[config.mk]
export PLATFORM = sky130hd
export DESIGN_NAME = date_day_count_and_pasaran_core
export DESIGN_NICKNAME = d
export VERILOG_FILES = /design/src/hw/rtl/ddcp_pkg.sv /design/src/hw/rtl/date_day_count_and_pasaran_core.sv
export SDC_FILE = /design/constraint.sdc
export NUM_CORES = 2
export LEC_CHECK = 0
export CAP_MARGIN = 20
export CORE_MARGIN = 4
export CORE_UTILIZATION = 45
export CTS_CLUSTER_SIZE = 40
export DETAILED_ROUTE_END_ITERATION = 8
export DONT_BUFFER_PORTS = 1
export SYNTH_ARGS = -nofsm -noshare
export SYNTH_HDL_FRONTEND = slang
export SYNTH_SLANG_ARGS = --single-unit
[constraint.sdc]
create_clock -name aclk -period 7.5 [get_ports aclk]
set_input_delay 1.5 -clock aclk [delete_from_list [all_inputs] [get_ports aclk]]
set_output_delay 1.5 -clock aclk [all_outputs]
set_load 0.005 [all_outputs]
[src/hw/rtl/ddcp_pkg.sv]
// Shared widths, constants and the month offset table for the day number core.
`default_nettype none

package ddcp_pkg;

    localparam int DAY_W     = 5;
    localparam int MONTH_W   = 4;
    localparam int YEAR_W    = 14;
    localparam int DAYNUM_W  = 22;
    localparam int DIFF_W    = 23;
    localparam int MARKET_W  = 3;

    // Full internal day number width, wide enough for the largest 14-bit year.
    localparam int NUM_W     = 23;
    localparam int Q100_W    = 8;
    localparam int ADJ_W     = 13;
    localparam int Q5_W      = 21;

    localparam int IN_DATA_W  = 48;
    localparam int OUT_DATA_W = 80;

    localparam int NUM_STAGES = 6;

    localparam logic [MONTH_W-1:0] MONTHS_PER_YEAR = 4'd12;
    localparam logic [MONTH_W-1:0] FEB_INDEX       = 4'd1;

    // Division by 100 of a value below 2**14: multiply and shift right.
    localparam int               DIV100_MUL_W = 13;
    localparam logic [12:0]      DIV100_MUL   = 13'd5243;
    localparam int               DIV100_SHIFT = 19;
    localparam logic [YEAR_W-1:0] CENTURY     = 14'd100;
    localparam logic [YEAR_W-1:0] CENTURY_M1  = 14'd99;

    localparam logic [NUM_W-1:0] DAYS_PER_YEAR = 23'd365;

    // Division by 5 of a value below 2**23: multiply and shift right.
    localparam logic [NUM_W-1:0] DIV5_MUL   = 23'd6710887;
    localparam int               DIV5_SHIFT = 25;
    localparam logic [NUM_W-1:0] MARKET_CYCLE = 23'd5;

    typedef logic [8:0] dbm_t;

    // Days in the whole months before a month, indexed by month minus one.
    localparam dbm_t DAYS_BEFORE_MONTH [12] = '{
        9'd0,   9'd31,  9'd59,  9'd90,  9'd120, 9'd151,
        9'd181, 9'd212, 9'd243, 9'd273, 9'd304, 9'd334
    };

    function automatic dbm_t days_before_month(input logic [MONTH_W-1:0] idx);
        dbm_t res;
        res = 9'd0;
        if (idx < MONTHS_PER_YEAR) begin
            res = DAYS_BEFORE_MONTH[idx];
        end
        return res;
    endfunction

endpackage

`default_nettype wire

[src/hw/rtl/date_day_count_and_pasaran_core.sv]
// Top level of the date day number and market day core.
`default_nettype none

// Each input item carries two Gregorian dates; each result item carries the
// day number of both dates (0001-01-01 is day 1), the signed difference
// second minus first, and the five-day market-day code (day number mod 5,
// 0 Legi, 1 Pahing, 2 Pon, 3 Wage, 4 Kliwon) of each date. The core is a
// six-stage pipeline: stage 1 clamps month and year, stage 2 divides the
// elapsed years by 100, stage 3 forms the leap flag and the whole-year day
// count, stage 4 adds month offset and day, stage 5 divides by 5 and takes
// the difference, stage 6 takes the remainder into the output register. It
// takes one item per clock cycle while the result side is not stalled. Each
// stage holds its item when the stage after it is full and stalled, so a
// stall on the result side fills the empty stages first and then pushes
// back on s_axis_tready; nothing is dropped or repeated. A month of zero
// counts as January and above twelve as December, a year of zero counts as
// year 1 and a year above MAX_YEAR as MAX_YEAR. Days past the end of a month
// simply add on, and day zero gives the last day of the previous month.
// There is no configuration and no state beyond the pipeline.
module date_day_count_and_pasaran_core
    import ddcp_pkg::*;
#(
    parameter int MAX_YEAR = 9999
) (
    input  wire                    aclk,
    input  wire                    aresetn,
    input  wire                    s_axis_tvalid,
    output logic                   s_axis_tready,
    // first_day, first_month, first_year, second_day, second_month,
    // second_year, from bit 0 up; bits 47:46 are zero.
    input  wire [IN_DATA_W-1:0]    s_axis_tdata,
    output logic                   m_axis_tvalid,
    input  wire                    m_axis_tready,
    // first_day_number, second_day_number, day_difference,
    // first_market_day, second_market_day, from bit 0 up; bits 79:73 are zero.
    output logic [OUT_DATA_W-1:0]  m_axis_tdata
);

    // Saturation limit held at the year field width.
    localparam logic [YEAR_W-1:0] MaxYr =
        (MAX_YEAR > ((1 << YEAR_W) - 1)) ? {YEAR_W{1'b1}} : YEAR_W'(MAX_YEAR);
    // Whether every day number fits the 22-bit output field.
    localparam bit NumFits = (MAX_YEAR <= 11000);

    localparam int Lanes = 2;

    // Per-stage valid bits and advance enables.
    logic [NUM_STAGES-1:0] vld_reg;
    logic [NUM_STAGES-1:0] en;

    always_comb begin
        en[NUM_STAGES-1] = !vld_reg[NUM_STAGES-1] || m_axis_tready;
        for (int k = NUM_STAGES - 2; k >= 0; k--) begin
            en[k] = !vld_reg[k] || en[k+1];
        end
    end

    assign s_axis_tready = en[0];

    always_ff @(posedge aclk) begin
        if (!aresetn) begin
            vld_reg <= '0;
        end else begin
            if (en[0]) begin
                vld_reg[0] <= s_axis_tvalid;
            end
            for (int k = 1; k < NUM_STAGES; k++) begin
                if (en[k]) begin
                    vld_reg[k] <= vld_reg[k-1];
                end
            end
        end
    end

    // Stage 1: clamped fields.
    logic [DAY_W-1:0]    s1_day_reg   [Lanes];
    logic [MONTH_W-1:0]  s1_mon_reg   [Lanes];
    logic [YEAR_W-1:0]   s1_yr_reg    [Lanes];
    logic [YEAR_W-1:0]   s1_prev_reg  [Lanes];
    // Stage 2: quotient by 100.
    logic [DAY_W-1:0]    s2_day_reg   [Lanes];
    logic [MONTH_W-1:0]  s2_mon_reg   [Lanes];
    logic [1:0]          s2_yr_lo_reg [Lanes];
    logic [YEAR_W-1:0]   s2_prev_reg  [Lanes];
    logic [Q100_W-1:0]   s2_q100_reg  [Lanes];
    // Stage 3: leap flag and whole-year count in two parts.
    logic [DAY_W-1:0]    s3_day_reg   [Lanes];
    logic [MONTH_W-1:0]  s3_mon_reg   [Lanes];
    logic                s3_leap_reg  [Lanes];
    logic [NUM_W-1:0]    s3_base_reg  [Lanes];
    logic [ADJ_W-1:0]    s3_adj_reg   [Lanes];
    // Stage 4: full day number.
    logic [NUM_W-1:0]    s4_num_reg   [Lanes];
    // Stage 5: day number and quotient by 5.
    logic [NUM_W-1:0]    s5_num_reg   [Lanes];
    logic [Q5_W-1:0]     s5_q5_reg    [Lanes];
    logic [DIFF_W-1:0]   s5_diff_reg;
    // Stage 6: output fields.
    logic [DAYNUM_W-1:0] s6_num_reg   [Lanes];
    logic [MARKET_W-1:0] s6_mkt_reg   [Lanes];
    logic [DIFF_W-1:0]   s6_diff_reg;

    for (genvar g = 0; g < Lanes; g++) begin : g_lane
        localparam int Base = g * (DAY_W + MONTH_W + YEAR_W);

        logic [DAY_W-1:0]        in_day;
        logic [MONTH_W-1:0]      in_mon;
        logic [YEAR_W-1:0]       in_yr;
        logic [MONTH_W-1:0]      mon_next;
        logic [YEAR_W-1:0]       yr_next;
        logic [YEAR_W+DIV100_MUL_W-1:0] prod100;
        logic [YEAR_W-1:0]       r100;
        logic                    leap_next;
        logic [ADJ_W-1:0]        adj_next;
        logic [NUM_W-1:0]        num_next;
        logic [2*NUM_W-1:0]      prod5;
        logic [NUM_W-1:0]        rem5;

        assign in_day = s_axis_tdata[Base +: DAY_W];
        assign in_mon = s_axis_tdata[Base + DAY_W +: MONTH_W];
        assign in_yr  = s_axis_tdata[Base + DAY_W + MONTH_W +: YEAR_W];

        always_comb begin
            if (in_mon == '0) begin
                mon_next = '0;
            end else if (in_mon > MONTHS_PER_YEAR) begin
                mon_next = MONTHS_PER_YEAR - 4'd1;
            end else begin
                mon_next = in_mon - 4'd1;
            end
            if (in_yr > MaxYr) begin
                yr_next = MaxYr;
            end else if (in_yr == '0) begin
                yr_next = 14'd1;
            end else begin
                yr_next = in_yr;
            end
        end

        assign prod100 = (YEAR_W + DIV100_MUL_W)'(s1_prev_reg[g])
                       * (YEAR_W + DIV100_MUL_W)'(DIV100_MUL);

        // A year is a century year exactly when the elapsed years end in 99,
        // and a multiple of 400 when, in addition, the century count is 3 mod 4.
        assign r100 = s2_prev_reg[g] - YEAR_W'(s2_q100_reg[g]) * CENTURY;
        assign leap_next = (s2_yr_lo_reg[g] == 2'd0)
                        && !((r100 == CENTURY_M1) && (s2_q100_reg[g][1:0] != 2'd3));
        assign adj_next = ADJ_W'(s2_prev_reg[g] >> 2) - ADJ_W'(s2_q100_reg[g])
                        + ADJ_W'(s2_q100_reg[g] >> 2);

        assign num_next = s3_base_reg[g] + NUM_W'(s3_adj_reg[g])
                        + NUM_W'(days_before_month(s3_mon_reg[g]))
                        + NUM_W'(s3_leap_reg[g] && (s3_mon_reg[g] > FEB_INDEX))
                        + NUM_W'(s3_day_reg[g]);

        assign prod5 = (2 * NUM_W)'(s4_num_reg[g]) * (2 * NUM_W)'(DIV5_MUL);
        assign rem5  = s5_num_reg[g] - NUM_W'(s5_q5_reg[g]) * MARKET_CYCLE;

        always_ff @(posedge aclk) begin
            if (en[0]) begin
                s1_day_reg[g]  <= in_day;
                s1_mon_reg[g]  <= mon_next;
                s1_yr_reg[g]   <= yr_next;
                s1_prev_reg[g] <= yr_next - 14'd1;
            end
            if (en[1]) begin
                s2_day_reg[g]   <= s1_day_reg[g];
                s2_mon_reg[g]   <= s1_mon_reg[g];
                s2_yr_lo_reg[g] <= s1_yr_reg[g][1:0];
                s2_prev_reg[g]  <= s1_prev_reg[g];
                s2_q100_reg[g]  <= prod100[DIV100_SHIFT +: Q100_W];
            end
            if (en[2]) begin
                s3_day_reg[g]  <= s2_day_reg[g];
                s3_mon_reg[g]  <= s2_mon_reg[g];
                s3_leap_reg[g] <= leap_next;
                s3_base_reg[g] <= NUM_W'(s2_prev_reg[g]) * DAYS_PER_YEAR;
                s3_adj_reg[g]  <= adj_next;
            end
            if (en[3]) begin
                s4_num_reg[g] <= num_next;
            end
            if (en[4]) begin
                s5_num_reg[g] <= s4_num_reg[g];
                s5_q5_reg[g]  <= prod5[DIV5_SHIFT +: Q5_W];
            end
            if (en[5]) begin
                s6_num_reg[g] <= s5_num_reg[g][DAYNUM_W-1:0];
                s6_mkt_reg[g] <= rem5[MARKET_W-1:0];
            end
        end
    end

    always_ff @(posedge aclk) begin
        if (en[4]) begin
            s5_diff_reg <= s4_num_reg[1] - s4_num_reg[0];
        end
        if (en[5]) begin
            s6_diff_reg <= s5_diff_reg;
        end
    end

    assign m_axis_tvalid = vld_reg[NUM_STAGES-1];
    assign m_axis_tdata  = {7'd0, s6_mkt_reg[1], s6_mkt_reg[0], s6_diff_reg,
                            s6_num_reg[1], s6_num_reg[0]};

    // The market-day code is a remainder by five.
    a_market_range: assert property (@(posedge aclk) disable iff (!aresetn)
        m_axis_tvalid |-> (s6_mkt_reg[0] <= 3'd4) && (s6_mkt_reg[1] <= 3'd4))
        else $error("market day code out of range");

    // The difference agrees with the two day numbers when they fit their field.
    a_diff_match: assert property (@(posedge aclk) disable iff (!aresetn)
        m_axis_tvalid |->
            (!NumFits || (s6_diff_reg == (DIFF_W'(s6_num_reg[1]) - DIFF_W'(s6_num_reg[0])))))
        else $error("day difference does not match day numbers");

    // Back pressure reaches the input only when the whole pipeline is full.
    a_backpressure: assert property (@(posedge aclk) disable iff (!aresetn)
        !s_axis_tready |-> (&vld_reg) && !m_axis_tready)
        else $error("input stalled with room in the pipeline");

endmodule

`default_nettype wire

**Word-level counts from Yosys, hierarchy flattened**

Memory sizes are Yosys's and may differ from the RTL's.
Index checks and enable logic that the tools add are counted.

- Add/subtract/negate cells: 21
- Multiply operators: 10
- Order comparisons: 10
- Equal/unequal tests: 4
- Muxes and demuxes: 26
- Bitwise gates (word level): 2
- Reduce and logical (&&, ||, !) cells: 26

Operator list:

| kind | number |
|---|---|
| 23-bit by 23-bit multiplier with 46-bit output (second input constant) | 2 |
| 14-bit 2-to-1 mux | 4 |
| 14-bit by 13-bit multiplier with 27-bit output (second input constant) | 2 |
| 9-bit 2-to-1 mux | 6 |
| 23-bit by 1-bit adder with 23-bit output | 2 |
| 23-bit by 13-bit adder with 23-bit output | 2 |
| 23-bit by 5-bit adder with 23-bit output | 2 |
| 23-bit by 9-bit adder with 23-bit output | 2 |
| 14-bit by 9-bit multiplier with 23-bit output (second input constant) | 2 |
| 21-bit by 3-bit multiplier with 3-bit output (second input constant) | 2 |
| 14-bit by 7-bit == test with 1-bit output (second input constant) | 2 |
| 14-bit > comparator (second input constant) | 2 |
| 14-bit logical NOT | 2 |
| 14-bit by 1-bit subtractor with 14-bit output (second input constant) | 2 |
| 14-bit subtractor | 2 |
| 13-bit by 6-bit adder with 13-bit output | 2 |
| 12-bit by 8-bit subtractor with 13-bit output | 2 |
| 8-bit by 5-bit multiplier with 12-bit output (second input constant) | 2 |
| 23-bit subtractor | 1 |
| 4-bit 2-to-1 mux | 4 |
| 1-bit 2-to-1 mux | 12 |
| 5-bit >= comparator (second input constant) | 2 |
| 4-bit NOT with 5-bit output | 2 |
| 4-bit by 1-bit > comparator with 1-bit output (second input constant) | 2 |
| other kinds (10) | 34 |

- Bits in registers: 52
- Memory bits (writable): 416
- Memory bits (read-only): 288
- Memories: 21

Memory list:

| memory | words | bits a word | rd ports | clocked after memory_dff | wr ports | line | RTL |
|---|---|---|---|---|---|---|---|
| (no name shown) | 16 | 9 | 1 | 0 | 0 | ddcp_pkg.sv:53 | `res = DAYS_BEFORE_MONTH[idx];` |
| (no name shown) | 16 | 9 | 1 | 0 | 0 | ddcp_pkg.sv:53 |  |
| s3_base_reg | 2 | 23 | 2 | 0 | 2 | date_day_count_and_pasaran_core.sv:90 | `logic [NUM_W-1:0] s3_base_reg [Lanes];` |
| s4_num_reg | 2 | 23 | 2 | 0 | 2 | date_day_count_and_pasaran_core.sv:93 | `logic [NUM_W-1:0] s4_num_reg [Lanes];` |
| s5_num_reg | 2 | 23 | 2 | 0 | 2 | date_day_count_and_pasaran_core.sv:95 | `logic [NUM_W-1:0] s5_num_reg [Lanes];` |
| s6_num_reg | 2 | 22 | 2 | 0 | 2 | date_day_count_and_pasaran_core.sv:99 | `logic [DAYNUM_W-1:0] s6_num_reg [Lanes];` |
| 15 more memories | n/a | n/a | n/a | n/a | n/a | n/a |  |

**Depth between registers and ports, before layout**

- Depth in word-level cells: 9
- Gate-level depth with buffers: 23
- Depth with buffers taken out: 23

**Worst setup path after synthesis**

Ideal clock, no wire load.

- Path kind: reg-to-reg
- From: mem s4_num_reg[1][14], in the netlist s4_num_reg[0][37]
- To: mem s5_q5_reg[1][2], in the netlist s5_q5_reg[0][23], data pin
- Library setup time: 0.260 ns
- Data arrival time: 5.846 ns
- Path slack: 1.394 ns
- Cell stages (with the launch flop): 21
- Buffers on the path: 0
- Clock period less this slack: 6.106 ns
- Cell sequence: edfxtp_1 -> ha_1 -> fa_1 -> inv_1 -> fa_1 -> inv_1 -> fa_1 -> fa_1 -> fa_1 -> inv_1 -> fa_1 -> inv_1 -> ha_1 -> a21o_1 -> a221o_1 -> a211o_1 -> a21oi_1 -> o211ai_1 -> a31oi_1 -> o21bai_1 -> xnor2_1

RTL lines:

| element | line | RTL |
|---|---|---|
| start, declared | date_day_count_and_pasaran_core.sv:93 |  |
| end, declared | date_day_count_and_pasaran_core.sv:96 | `logic [Q5_W-1:0] s5_q5_reg [Lanes];` |

==> out/metrics.cfg <==
[drt]
wire_per_inst_um = 17.0
firstDrtPassIters = 5
maxUsedRoutingLayer = met5
drtIter0Drc = 1190
drt_wl_total_um = 90100
ant_nets = 0
met1_length_um = 40600
wl_met3_um = 4470
avgViaCountPerCell = 4.99
route.detailed.drc = 0
vias = 26400
wl_met2_um = 42300

[floorplan]
ios = 134
dieHeight_um = 319
die_w_um = 319
num_rows = 113
die_area_um2 = 102000
coreArea_um2 = 95400
initial_core_util_pct = 45.6

[clock_tree]
clk_pin_slew_ps = 60
cts_sinks = 406
cts_tree = done
worstSkewPairLatency_ps = 610
postCtsHoldBufs = 0
post_cts_buffers = 0
cts_resized = 0
cts_buffers = 46
cts-root-buf = clkbuf_16
clockBufferDepth = 3
cts_max_level = 2

[timing]
tightestPinTransition_ps = 975
clock.fmax_mhz = 143
setup_violations = 0
clock_skew_ps = 31.4
drv_slew = 0
period_share_pct = 93.2
fin_crit_ps = 6990
hold_violations = 0
max-slew-margin-rel_pct = 34.9
rsz0062_at_grt = no
fin_setup_tns_ps = 0

[cells_and_area]
layout.nets = 5297
multiInputGateArea_um2 = 27300
syn_to_final_growth_pct = 7.73
drive_gt1_share_pct = 3.68
fillers = 8640
regArea_um2 = 12100

[worst_setup_path]
slowest_delay_ps = 610
path_class = reg2reg
worstPathMaxFanout = 7
critPathSlowestCell = edfxtp_1
endpoint_kind = flip-flop
crit_required_ps = 7850
start_kind = flip-flop
critical_path.cell_chain = ha_1 > fa_1 > inv_1 > fa_1 > inv_1 > fa_1 > fa_1 > fa_1 > inv_1 > fa_1 > inv_1 > ha_1 > a21o_1 > a221o_1 > a211o_1 > a21oi_1 > o21ai_0 > a31oi_1 > o21bai_1 > xnor2_1
cp_data_arrival_time_ps = 7340
cpMostUsedCell = fa_1

[outcome]
outcome = finished, final reports clean

[yosys]
synth_cell_types = 86
synth-edff-count = 400
synth_warnings = 0
seq_area_frac_synth_pct = 27.9
ys.flop_type = edfxtp_1
avgSynthCellArea_um2 = 11.1
ys_seq_elements = 406
async_flop_share_pct = 0
synthCells = 3919
synth_area_um2 = 43500

[place]
gp_congestion = 0.871
place_hpwl_um = 75900
port_buffers = 0

[grt]
grt_start_max_net_pins = 74
grtUsageTotal_pct = 18.4
grt_pass1_vias = 28100
grt_overflow = 0
antenna_found_initial = 6
grt_pass1_wl_um = 149000

[min_path]
hold_class = reg2reg

[flow_run]
drv_cap = 0

## routing by layer
metal | vias up | track usage, %
met5 | - | 0
li1 | 12900 | -
met4 | 4 | 5.15
met2 | 501 | 30.7
met3 | 148 | 2.94
met1 | 12900 | 25.0
## final timing paths
check,slack (ps),cells past startpoint,to,startpoint
worst max register to register,510,20,s5_q5_reg[0][23],s4_num_reg[0][36]
worst min-delay path,410,0,s6_num_reg[0][14],s5_num_reg[0][14]
worst min register to register,410,0,s6_num_reg[0][14],s5_num_reg[0][14]
worst max-delay path,510,20,s5_q5_reg[0][23],s4_num_reg[0][36]
## area by class of cell
type / count / share of cell area [%]
Clock buffer: 52 / 2.55
Multi-Input combinational cell: 2436 / 58.3
Antenna cell: 4 / 0.0214
Clock inverter: 33 / 0.860
Sequential cell: 406 / 25.9
Inverter: 1071 / 8.59
Tap cell: 1265 / 3.38
Timing Repair Buffer: 23 / 0.411
## placed cells by master, fill, tap and decap left out, types with 6 or more instances in the layout
master        n
a211oi_1     15
clkbuf_16    46
o21ai_0      85
nor2_1      128
and3_1       22
a31oi_1      21
dfxtp_1       6
o22ai_1       6
nand4_1       9
a21oi_1     115
a21boi_0     10
o211ai_1      9
clkinv_2     12
xor2_1       71
or2_2        11
fa_1        529
nand2_1      92
buf_4        22
o2111ai_1     7
o21bai_1     12
bufinv_16     7
nor2b_1      37
nand3_1      43
a21o_1       42
conb_1        7
nor3_1       55
nand2b_1     18
o21a_1       35
or3_1        21
ha_1        732
and2_1       13
nand3b_1     10
xnor2_1     169
edfxtp_1    400
inv_1      1068
## cells in the mapped netlist, drive strengths merged, types with 18 or more instances
| master | count | area share [%] |
|---|---|---|
| edfxtp | 400 | 28 |
| ha | 732 | 21 |
| a21oi | 118 | 1.4 |
| nand2 | 94 | 0.81 |
| nor2 | 128 | 1.1 |
| and3 | 24 | 0.36 |
| nand2b | 18 | 0.26 |
| or3 | 21 | 0.30 |
| fa | 529 | 24 |
| o21a | 36 | 0.64 |
| xnor2 | 169 | 3.4 |
| a21o | 42 | 0.72 |
| xor2 | 71 | 1.4 |
| inv | 1071 | 9.2 |
| nor3 | 55 | 0.63 |
| nor2b | 37 | 0.53 |
| o21ai | 88 | 1.0 |
| a31oi | 21 | 0.30 |
| nand3 | 47 | 0.58 |
## worst max-delay path, delay by kind of cell, from the launching register on
family                   cells  cell delay, ps
adder cells (fa/ha/maj)      8            3900
XOR/XNOR                     1             130
flip-flops                   1             610
buffers and inverters        4             200
AO/OA/AOI/OAI                7            1880
## through the flow
stage                     worst slack (ps)  hold WS, ps  instances  util [%]  cell area [um^2]
final                                  514          412       5290      49.1             46900
after CTS                              451          413       5285      49.1             46800
after global placement                 534          401       5200      47.4             45200
after floorplan                       1390          400       3925         -             43500
after detailed placement               463          405       5200      47.4             45200
after global routing                   167          420       5286      49.1             46900
## kinds of logic after synthesis
family	after synthesis	share of synthesized area, %
DFF	406	27.9
muxes	4	0.0978
other	1	0.00862
and+or+nand+nor	488	5.63
AOI/OAI and AO/OA	436	6.74
buffers and inverters	1083	9.41
xor gates and xnor gates	240	4.83
adders and majority gates	1261	45.4
Power is not shown: default switching activity piles up to over one toggle a cycle in this logic, so the estimate is an artifact.
